==> config.mk <==
export PLATFORM = sky130hd
export DESIGN_NAME = svpd_front
export DESIGN_NICKNAME = d
export VERILOG_FILES = /design/src/hdl/svpd_pkg.sv /design/src/hdl/svpd_front.sv
export SDC_FILE = /design/constraint.sdc
export NUM_CORES = 1
export LEC_CHECK = 0
export BUFFER_PORTS_ARGS = -buffer_cell sky130_fd_sc_hd__buf_4
export CAP_MARGIN = 25
export CELL_PAD_IN_SITES_DETAIL_PLACEMENT = 1
export CELL_PAD_IN_SITES_GLOBAL_PLACEMENT = 1
export CORE_MARGIN = 5
export CORE_UTILIZATION = 48
export DETAILED_ROUTE_END_ITERATION = 6
export GPL_TIMING_DRIVEN = 0
export PLACE_DENSITY = 0.94
export SLEW_MARGIN = 20
export SYNTH_ARGS = -nofsm -noshare
export SYNTH_HDL_FRONTEND = slang
export SYNTH_SLANG_ARGS = --single-unit
==> constraint.sdc <==
create_clock -name clk_i -period 10.4 [get_ports clk_i]
set_input_delay 1.04 -clock clk_i [delete_from_list [all_inputs] [get_ports clk_i]]
set_output_delay 1.04 -clock clk_i [all_outputs]
set_load 0.03 [all_outputs]
==> src/hdl/svpd_pkg.sv <==
// Package: constants, tables and types of the SVPWM duty block.
`default_nettype none

package svpd_pkg;

  localparam int FRAC_BITS    = 14;
  localparam int CORDIC_STEPS = 16;
  localparam int ATAN_ENTRIES = 24;
  localparam int STEPS        = (CORDIC_STEPS < ATAN_ENTRIES) ? CORDIC_STEPS : ATAN_ENTRIES;
  localparam int DIV_STEPS    = FRAC_BITS + 2;
  localparam int WORK_STEPS   = (STEPS > DIV_STEPS) ? STEPS : DIV_STEPS;
  localparam int CNT_W        = $clog2(WORK_STEPS);

  localparam logic [29:0] INV_GAIN_Q30 = 30'd652032874;
  localparam logic [30:0] SQRT3_Q30    = 31'd1859775393;
  localparam logic [15:0] RECIP6       = 16'd43691;

  typedef enum logic {
    CFG_SUPPLY = 1'b0,
    CFG_PERIOD = 1'b1
  } cfg_idx_e;

  typedef struct packed {
    logic               vec;
    logic               flip;
    logic               neg;
    logic [16:0]        ax;
    logic signed [16:0] ay;
    logic [15:0]        theta;
  } svpd_item_t;

  function automatic logic [29:0] atan_turn(input logic [4:0] idx);
    logic [29:0] v;
    case (idx)
      5'd0:    v = 30'd536870912;
      5'd1:    v = 30'd316933406;
      5'd2:    v = 30'd167458907;
      5'd3:    v = 30'd85004756;
      5'd4:    v = 30'd42667331;
      5'd5:    v = 30'd21354465;
      5'd6:    v = 30'd10679838;
      5'd7:    v = 30'd5340245;
      5'd8:    v = 30'd2670163;
      5'd9:    v = 30'd1335087;
      5'd10:   v = 30'd667544;
      5'd11:   v = 30'd333772;
      5'd12:   v = 30'd166886;
      5'd13:   v = 30'd83443;
      5'd14:   v = 30'd41722;
      5'd15:   v = 30'd20861;
      5'd16:   v = 30'd10430;
      5'd17:   v = 30'd5215;
      5'd18:   v = 30'd2608;
      5'd19:   v = 30'd1304;
      5'd20:   v = 30'd652;
      5'd21:   v = 30'd326;
      5'd22:   v = 30'd163;
      5'd23:   v = 30'd81;
      default: v = 30'd0;
    endcase
    return v;
  endfunction

  // floor((b * 65536 + 3) / 6) for a remainder b of a division by six
  function automatic logic [15:0] sixth_frac(input logic [2:0] b);
    logic [15:0] v;
    case (b)
      3'd0:    v = 16'd0;
      3'd1:    v = 16'd10923;
      3'd2:    v = 16'd21845;
      3'd3:    v = 16'd32768;
      3'd4:    v = 16'd43691;
      3'd5:    v = 16'd54613;
      default: v = 16'd0;
    endcase
    return v;
  endfunction

endpackage

`default_nettype wire

==> src/hdl/svpd_front.sv <==
// Front end: classify the d/q request and hold it in a two-entry queue.
`default_nettype none

module svpd_front
  import svpd_pkg::*;
(
  input  logic        clk_i,
  input  logic        rst_ni,
  input  logic        push,
  output logic        full,
  input  logic [15:0] volt_q_i,
  input  logic [15:0] volt_d_i,
  input  logic [15:0] elec_angle_i,
  output logic        item_valid_o,
  output svpd_item_t  item_o,
  input  logic        item_ready_i
);

  svpd_item_t         entry_q [2];
  logic               wr_ptr_q, rd_ptr_q;
  logic [1:0]         cnt_q;
  svpd_item_t         cls;
  logic signed [16:0] q_ext, d_ext, q_abs, d_abs;
  logic               do_push, do_pop;

  always_comb begin
    q_ext     = {volt_q_i[15], volt_q_i};
    d_ext     = {volt_d_i[15], volt_d_i};
    q_abs     = q_ext[16] ? -q_ext : q_ext;
    d_abs     = d_ext[16] ? -d_ext : d_ext;
    cls.vec   = (volt_d_i != 16'd0);
    cls.flip  = volt_d_i[15];
    cls.neg   = volt_q_i[15];
    cls.ax    = cls.vec ? d_abs : q_abs;
    cls.ay    = volt_d_i[15] ? -q_ext : q_ext;
    cls.theta = elec_angle_i;
  end

  assign full         = (cnt_q == 2'd2);
  assign item_valid_o = (cnt_q != 2'd0);
  assign item_o       = entry_q[rd_ptr_q];
  assign do_push      = push && !full;
  assign do_pop       = item_valid_o && item_ready_i;

  always_ff @(posedge clk_i or negedge rst_ni) begin
    if (!rst_ni) begin
      wr_ptr_q <= 1'b0;
      rd_ptr_q <= 1'b0;
      cnt_q    <= 2'd0;
    end else begin
      if (do_push) begin
        wr_ptr_q <= !wr_ptr_q;
      end
      if (do_pop) begin
        rd_ptr_q <= !rd_ptr_q;
      end
      case ({do_push, do_pop})
        2'b10:   cnt_q <= cnt_q + 2'd1;
        2'b01:   cnt_q <= cnt_q - 2'd1;
        default: cnt_q <= cnt_q;
      endcase
    end
  end

  always_ff @(posedge clk_i) begin
    if (do_push) begin
      entry_q[wr_ptr_q] <= cls;
    end
  end

endmodule

`default_nettype wire

==> results.cfg, run 1 <==
[critical_path]
reg2reg_depth = 5
crit_path_start_kind = register
critPathMaxFanout = 10
r2r_slack_ns = 8.50
end_kind = primary output
slowest_delay_ns = 0.51
path_class = reg2out
worstReg2RegStart = cnt_q[0]
crit_chain = clkbuf_1 -> clkbuf_1 -> mux2_2 -> buf_4
arrival_ns = 2.29
worstReg2RegEnd = entry_q[0][29]
crit_required_ns = 9.36
critPathSlowestCell = clkbuf_1
worst_path_most_repeated_cell = clkbuf_1

[yosys]
synth_area_leaders = edfxtp_1 (62%), mux2_2 (12%), xnor2_1 (3.9%), xor2_1 (2.7%), dfrtp_1 (1.9%)
synth_ff_type = edfxtp_1
syn_area_per_cell_sq_um = 14.8
yosysWarnings = 0
synthDistinctLibCells = 45
yosys-top-cells-count = edfxtp_1 (106), mux2_2 (56), xnor2_1 (23)
synth_area_leader_cell = edfxtp_1
synthArstFlopShare = 0.0364
syn_area_sq_um = 5140
synth_nets = 405
ys_seq_area_frac = 0.638
synth_cells = 348
ys_ff_latch = 110
synth_top_cell_area_share = 0.619
synth_edf_count = 106
synth_most_common_cell = edfxtp_1

[floorplanning]
ios = 107
die_h_microns = 114
coreArea_sq_um = 10400
num_rows = 37
dieWidth_microns = 114
start_util = 0.496
dieArea_sq_um = 12900

[layout]
num_antenna_cells = 0
nets = 521
num-fill-cells = 1042
drive_above_1_share = 0.420
syn2layout_area_growth_pct = 24.0
multi_input_comb_area_sq_um = 1740
final-seq-area_sq_um = 3280

[routing]
finalWirelength_mm = 12.5
drt_iter0_markers = 192
drc_errors = 0
wire_per_inst_microns = 20.7
drtAntennaViolNets = 0
avgViaCountPerCell = 5.51
dr.pass1.iters = 5
via_count = 3335

[cts]
numCtsBuffers = 9
tritoncts = done
cts.sinks = 110
cts_hold_buf = 0
clk_pin_slew_ns = 0.10
postCtsSetupBuffers = 0
insertion_delay_ns = 0.39
clockBufferDepth = 2
h-tree-depth = 3
cts_resized = 0
cts-root-buf = clkbuf_8

[global_routing]
grt_pass1_vias = 3641
grt_pass1_wl_mm = 19.6
grt_max_degree = 54
track_usage = 0.199
antenna_found_initial = 0
overflow = 0

[sta]
period_share = 0.320
finalCriticalPeriod_ns = 3.33
drv_slew = 0
hold_violations = 0
fin_hold_ws_ns = 0.428
setup_tns_ns = 0
timing.fmax_ghz = 0.300
skew_ns = 0.00845
slew_headroom = 0.512
rsz0062_at_grt = no
tightestPinTransition_ns = 0.732
setup_viol = 0

[placement]
hpwlAfterDp_mm = 9.39
gp_congestion = 0.857
numPortBuffers = 103

[power_and_ir_drop]
ir_drop_uv = 157
power_density_nw_per_um2 = 256
power_leakage_uw = 0.00231

[status]
status = finished, final reports clean

[run]
drv_cap = 0

[hold_path]
min_path_type = in2async
==> placed cells by master (no fill, tap or decap), drive strengths merged, types with 2 or more instances in the layout <==
| master | instances |
|---|---|
| a31oi | 3 |
| xor2 | 16 |
| mux2i | 2 |
| edfxtp | 106 |
| nor4 | 4 |
| or3 | 5 |
| nand2 | 10 |
| o31ai | 6 |
| nand2b | 3 |
| bufinv | 2 |
| buf | 113 |
| ha | 5 |
| clkinvlp | 2 |
| or4 | 3 |
| a21oi | 6 |
| inv | 10 |
| nor3 | 3 |
| o21ai | 22 |
| nor2 | 7 |
| o41ai | 7 |
| mux2 | 56 |
| clkbuf | 23 |
| a41oi | 7 |
| dfrtp | 4 |
| or2 | 5 |
| nand4 | 2 |
| xnor2 | 23 |
| and3 | 2 |
| and2 | 2 |
==> worst max-delay path, delay by kind of cell, from the launching register on <==
kind,cells,cell delay (ns)
buf+inv,3,1.15
flops,1,0.34
mux,1,0.42
==> logic make-up after synthesis <==
| group | count (synthesis) | share of synthesized area |
|---|---|---|
| buffers and inverters | 30 | 0.0258 |
| adders and majority gates | 5 | 0.0122 |
| DFF | 110 | 0.638 |
| xor gates and xnor gates | 39 | 0.0664 |
| AOI/OAI and AO/OA | 55 | 0.0706 |
| muxes | 58 | 0.127 |
| and+or+nand+nor | 51 | 0.0601 |
==> stage by stage <==
step                cell area (sq um)  total power [uW]  utilization  setup slack, ns  std cells
floorplan                        5140              1100            -             6.58        348
global placement                 6090              1320        0.587             5.40        587
detailed placement               6150              1360        0.593             7.02        589
CTS                              6380              1650        0.615             7.01        605
global route                     6380              1710        0.615             6.94        605
finish                           6380              1630        0.615             7.07        605
==> per-layer routing <==
metal  up-vias  routed length [microns]  global-route usage  share of wire
met5         -                        0                   0              0
met4         0                      208              0.0729          0.017
met3        14                      730              0.0371          0.058
met2       102                     6510               0.356           0.52
met1      1657                     5080               0.238           0.41
li1       1562                        -                   -              -
==> worst max-delay path by stage <==
stage / startpoint / end / slack (ns) / depth (start not counted)
floorplan: push / entry_q[0][0] / 6.58 / 2
global placement: push / entry_q[0][34] / 5.40 / 3
detailed placement: volt_q_i[5] / entry_q[1][48] / 7.02 / 8
CTS: rd_ptr_q / item_o[46] / 7.01 / 4
global route: rd_ptr_q / item_o[23] / 6.94 / 4
finish: rd_ptr_q / item_o[12] / 7.07 / 4
==> layout make-up <==
type                            instances  area share
Sequential cell                       110       0.515
Inverter                                8     0.00471
Clock inverter                          7      0.0167
Clock buffer                            9      0.0194
Tap cell                              136      0.0267
Buffer                                 22      0.0161
Multi-Input combinational cell        208       0.273
Timing Repair Buffer                  105       0.129
==> power by group <==
group          leakage [uW]  switching (uW)  internal (uW)
Clock              0.000109             152            139
Sequential          0.00103            29.6            611
Combinational       0.00118             422            277
==> state kept, by name, summed over array words and instances (netlist names) <==
| register | cells |
|---|---|
| cnt_q | 2 |
| entry_q | 106 |
| rd_ptr_q | 1 |
| wr_ptr_q | 1 |
No activity file was read; power rests on OpenSTA's default activity.
==> inputs of run 2 (changes only) <==
--- a/config.mk
+++ b/config.mk
@@ -10,10 +10,10 @@
 export CELL_PAD_IN_SITES_DETAIL_PLACEMENT = 1
 export CELL_PAD_IN_SITES_GLOBAL_PLACEMENT = 1
 export CORE_MARGIN = 5
-export CORE_UTILIZATION = 48
+export CORE_UTILIZATION = 40
 export DETAILED_ROUTE_END_ITERATION = 6
 export GPL_TIMING_DRIVEN = 0
-export PLACE_DENSITY = 0.94
+export PLACE_DENSITY = 0.84
 export SLEW_MARGIN = 20
 export SYNTH_ARGS = -nofsm -noshare
 export SYNTH_HDL_FRONTEND = slang
==> constraint.sdc (replaced) <==
create_clock -name clk_i -period 2.93 [get_ports clk_i]
set_input_delay 0.293 -clock clk_i [delete_from_list [all_inputs] [get_ports clk_i]]
set_output_delay 0.293 -clock clk_i [all_outputs]
set_load 0.03 [all_outputs]
==> results.cfg, run 2 (same netlist as run 1, synthesis figures left out) <==
[hold_path]
min_path_type = in2reg
hp-start = elec_angle_i[3]

[routing]
drt_iter0_markers = 221
avgViaCountPerCell = 5.23
dr.pass1.iters = 4
drc_errors = 0
wire_per_inst_microns = 19.4
via_count = 3358
drtAntennaViolNets = 0
finalWirelength_mm = 12.5

[sta]
drv_slew = 0
timing.fmax_ghz = 0.394
period_share = 0.866
finalCriticalPeriod_ns = 2.54
slew_headroom = 0.559
hold_violations = 0
setup_tns_ns = 0
rsz0062_at_grt = no
skew_ns = 0.00836
fin_ws_ns = 0.394
tightestPinTransition_ns = 0.656
setup_viol = 0

[floorplanning]
start_util = 0.407
coreArea_sq_um = 12600
die_h_microns = 123
num_rows = 41
ios = 107
dieArea_sq_um = 15200
dieWidth_microns = 123

[global_routing]
grt_max_degree = 28
grt_pass1_vias = 3559
track_usage = 0.165
overflow = 0
grt_pass1_wl_mm = 19.2
antenna_found_initial = 1

[layout]
final-seq-area_sq_um = 3280
largest_reg_flops = 106
multi_input_comb_area_sq_um = 1740
utilization = 0.516
layout_commonest_cell = edfxtp_1
top_regs = entry_q (106), cnt_q (2)
regMostFlops = entry_q
most-common-layout-cells = edfxtp_1 (106), buf_4 (103), mux2_2 (56), xnor2_1 (23), o21ai_0 (19)
num-fill-cells = 1299
num_antenna_cells = 0
drive_above_1_share = 0.417
nets = 523
syn2layout_area_growth_pct = 26.6

[cts]
insertion_delay_ns = 0.34
h-tree-depth = 3
clk_pin_slew_ns = 0.07
cts_resized = 0
cts-root-buf = clkbuf_16
clockBufferDepth = 2
tritoncts = done
cts.sinks = 110
numCtsBuffers = 9

[critical_path]
arrival_ns = 2.24
cp.buffers_inverters = 3
worstReg2RegStart = cnt_q[0]
critPathSlowestCell = buf_1
crit_chain = clkbuf_1 -> buf_1 -> mux2_2 -> buf_4
cp_top_family = buffers and inverters
critPathMaxFanout = 10
path_class = reg2out
end_kind = primary output
slowest_delay_ns = 0.53
crit_start = rd_ptr_q
crit_required_ns = 2.64
crit_path_start_kind = register

[power_and_ir_drop]
swShare = 0.358
power_leakage_uw = 0.00235
power_switching_uw = 2130
power_density_nw_per_um2 = 916
p_seq_frac = 0.380
clock_power_share = 0.198
intPower_uw = 3830
combPwrFrac = 0.422
ir_drop_uv = 294

[run]
drv_cap = 0

[placement]
pre_cts_slack_ns = 0.161
numPortBuffers = 103
hpwlAfterDp_mm = 9.32
gp_congestion = 0.846

[status]
status = finished, final reports clean
==> run 2: routing by layer <==
layer	track usage	share of wire	vias up	wire, microns
li1	-	-	1567	-
met3	0.0412	0.071	19	881
met2	0.275	0.49	89	6130
met1	0.207	0.42	1681	5170
met4	0.0602	0.021	2	262
met5	0	0.0010	-	13
==> run 2: layout make-up <==
type,count,area share
inverter,8,0.00461
multi-input combinational,208,0.267
sequential,110,0.504
clock buffer,9,0.0346
tap,172,0.0331
timing repair buffer,107,0.131
clock inverter,6,0.00961
buffer,22,0.0158
==> run 2: power groups by stage <==
stage | clock (uW) | combinational (uW) | sequential [uW]
4_1_cts | 1210 | 2560 | 2270
2_1_floorplan | 0 | 1610 | 2280
6_report | 1180 | 2520 | 2260
5_1_grt | 1290 | 2670 | 2290
3_5_place_dp | 0 | 2550 | 2300
3_3_place_gp | 0 | 2420 | 2300
==> run 2: worst paths after layout <==
path,endpoint,slack (ns),cells after the start
max,item_o[34],0.39,4
min,entry_q[1][3],0.13,1
max reg2reg,entry_q[0][34],1.20,4
min reg2reg,cnt_q[1],0.50,1
max in group asynchronous,wr_ptr_q,2.55,2
min in group asynchronous,rd_ptr_q,0.28,2
==> run 2: metrics by stage <==
step           power, uW  hold slack (ns)  cell area [sq um]  cells
6_report            5960            0.135               6510    642
3_3_place_gp        4720           0.0898               6130    623
5_1_grt             6250            0.118               6510    642
3_5_place_dp        4850           0.0924               6210    626
2_1_floorplan       3890         -0.00259               5140    348
4_1_cts             6040            0.122               6510    642
==> run 2: timing repair <==
item                       4_1_cts  5_1_grt
buffers inserted                 0        0
hold buffers                     1        0
hold endpoints to repair         4        0
setup endpoints to repair        0        0
==> inputs of run 3 (changes only) <==
--- a/config.mk
+++ b/config.mk
@@ -5,15 +5,16 @@
 export SDC_FILE = /design/constraint.sdc
 export NUM_CORES = 1
 export LEC_CHECK = 0
+export ABC_AREA = 1
 export BUFFER_PORTS_ARGS = -buffer_cell sky130_fd_sc_hd__buf_4
 export CAP_MARGIN = 25
 export CELL_PAD_IN_SITES_DETAIL_PLACEMENT = 1
 export CELL_PAD_IN_SITES_GLOBAL_PLACEMENT = 1
 export CORE_MARGIN = 5
-export CORE_UTILIZATION = 40
+export CORE_UTILIZATION = 30
 export DETAILED_ROUTE_END_ITERATION = 6
 export GPL_TIMING_DRIVEN = 0
-export PLACE_DENSITY = 0.84
+export PLACE_DENSITY = 0.72
 export SLEW_MARGIN = 20
 export SYNTH_ARGS = -nofsm -noshare
 export SYNTH_HDL_FRONTEND = slang
==> results.cfg, run 3 <==
[layout]
syn2layout_area_growth_pct = 27.8
fin_cells = 956
nets = 779
most-common-layout-cells = nand2_1 (269), edfxtp_1 (106), buf_4 (106), nand3_1 (43), nor2_1 (38)
num_antenna_cells = 0
layout_commonest_cell = nand2_1
utilization = 0.389
drive_above_1_share = 0.223
largest_reg_flops = 106
regMostFlops = entry_q
top_regs = entry_q (106), cnt_q (2)
num-fill-cells = 2092

[global_routing]
antenna_found_initial = 0
overflow = 0
track_usage = 0.149
grt_max_degree = 25
grt_pass1_wl_mm = 25.0
grt_pass1_vias = 4680

[yosys]
synth_ff_type = edfxtp_1
syn_area_sq_um = 5470
synth-compound-area-share = 0.0341
synth_adder_area_share = 0.0114
synth_top_cell_area_share = 0.582
yosysWarnings = 0
synthDistinctLibCells = 33
synth_nets = 657
yosys.area_share.simple = 0.295
synth-xor-area-share = 0.0112
ys_ff_latch = 110
synth_most_common_cell = nand2_1
syn_area_per_cell_sq_um = 9.12
ys_seq_area_frac = 0.600
yosys-top-cells-count = nand2_1 (269), edfxtp_1 (106), nand3_1 (43)
synthArstFlopShare = 0.0364
synth_area_leaders = edfxtp_1 (58%), nand2_1 (18%), nand3_1 (3.9%), nor2_1 (2.7%), inv_1 (2.5%)
synth_cells = 600
synth_top_family_by_area = simple AND/OR/NAND/NOR gates
synth_edf_count = 106
synth_area_leader_cell = edfxtp_1
synth_mux_area_frac = 0

[critical_path]
reg2reg_depth = 4
slowest_delay_ns = 0.44
crit_required_ns = 2.64
worst_path_most_repeated_cell = nand2_1
crit_chain = buf_2 -> inv_2 -> clkbuf_1 -> nand2_1 -> nand2_1 -> buf_4
critPathMaxFanout = 10
crit_path_start_kind = register
path_class = reg2out
end_kind = primary output
critPathSlowestCell = clkbuf_1
arrival_ns = 1.93

[power_and_ir_drop]
power_density_nw_per_um2 = 928
ir_drop_uv = 597
power_leakage_uw = 0.00306
power_uw = 6490

[sta]
fin_ws_ns = 0.709
fin_hold_ws_ns = 0.123
slew_headroom = 0.360
timing.fmax_ghz = 0.450
tightestPinTransition_ns = 0.949
skew_ns = 0.00482
setup_viol = 0
hold_violations = 0
drv_slew = 0
period_share = 0.758
rsz0062_at_grt = no
finalCriticalPeriod_ns = 2.22

[cts]
clockBufferDepth = 2
h-tree-depth = 3
cts_resized = 0
insertion_delay_ns = 0.35
tritoncts = done
cts.sinks = 110
cts-root-buf = clkbuf_16
numCtsBuffers = 9
clk_pin_slew_ns = 0.07

[floorplanning]
die_h_microns = 145
dieWidth_microns = 145
dieArea_sq_um = 21000
start_util = 0.305
num_rows = 49
ios = 107
coreArea_sq_um = 18000

[routing]
via_count = 4430
finalWirelength_mm = 15.4
avgViaCountPerCell = 4.63
drt_iter0_markers = 188
drtAntennaViolNets = 0
drc_errors = 0
dr.pass1.iters = 4
wire_per_inst_microns = 16.1

[placement]
pre_cts_slack_ns = 0.648
hpwlAfterDp_mm = 11.9
gp_congestion = 0.828
dp_cells = 939
numPortBuffers = 106

[run]
drv_cap = 0

[status]
status = finished, final reports clean

[hold_path]
hold_path_depth = 1
min_path_type = in2reg
run 3: power by group:
part           total [uW]  switching, uW  internal, uW
Sequential           2260           94.3          2160
Combinational        2910           1980           927
Clock                1320            570           751
Total                6490           2650          3840
run 3: area by class of cell:
cell class | instances | area [sq um] | area share
sequential | 110 | 3280 | 0.470
clock inverter | 7 | 93.8 | 0.0134
buffer | 20 | 95.1 | 0.0136
clock buffer | 9 | 225 | 0.0322
multi-input combinational | 426 | 1940 | 0.278
tap | 229 | 287 | 0.0410
timing repair buffer | 111 | 901 | 0.129
inverter | 44 | 166 | 0.0238
run 3: final timing paths:
kind	end	startpoint	slack (ns)
min reg2reg	cnt_q[0]	cnt_q[0]	0.57
max reg2reg	entry_q[0][43]	cnt_q[0]	0.72
min in group asynchronous	cnt_q[0]	rst_ni	0.28
max	item_o[18]	rd_ptr_q	0.71
min	entry_q[1][15]	elec_angle_i[15]	0.12
max in group asynchronous	rd_ptr_q	rst_ni	2.54
run 3: kinds of logic (layout without fill, tap and decap cells):
kind of cell / after synthesis / after routing
buffers and inverters: 64 / 191
flip-flops: 110 / 110
adder cells (fa/ha/maj): 5 / 5
AND/OR/NAND/NOR: 379 / 379
XOR/XNOR: 7 / 7
AO/OA/AOI/OAI: 35 / 35
run 3: worst max-delay path, delay by kind of cell, from the launching register on:
family | cells | cell delay, ns
AND/OR/NAND/NOR | 2 | 0.22
flip-flops | 1 | 0.36
buffers and inverters | 4 | 0.99
run 3: repair_timing:
item / 4_1_cts / 5_1_grt
setup buffers: 0 / 0
hold buffers: 1 / 0
hold endpoints to repair: 4 / 0
run 3: stage by stage:
stage	TNS, ns	instance area, sq um
floorplan	-42.63	5470
detailed placement	0	6660
CTS	0	6990
global placement	-194.52	6550
global route	0	6990
finish	0	6990
run 3: routing by layer:
metal | up-vias | track usage | wire [microns]
met4 | 0 | 0.0452 | 223
met1 | 2111 | 0.194 | 7070
met3 | 15 | 0.0290 | 650
met5 | - | 0 | 0
li1 | 2212 | - | -
met2 | 92 | 0.251 | 7490
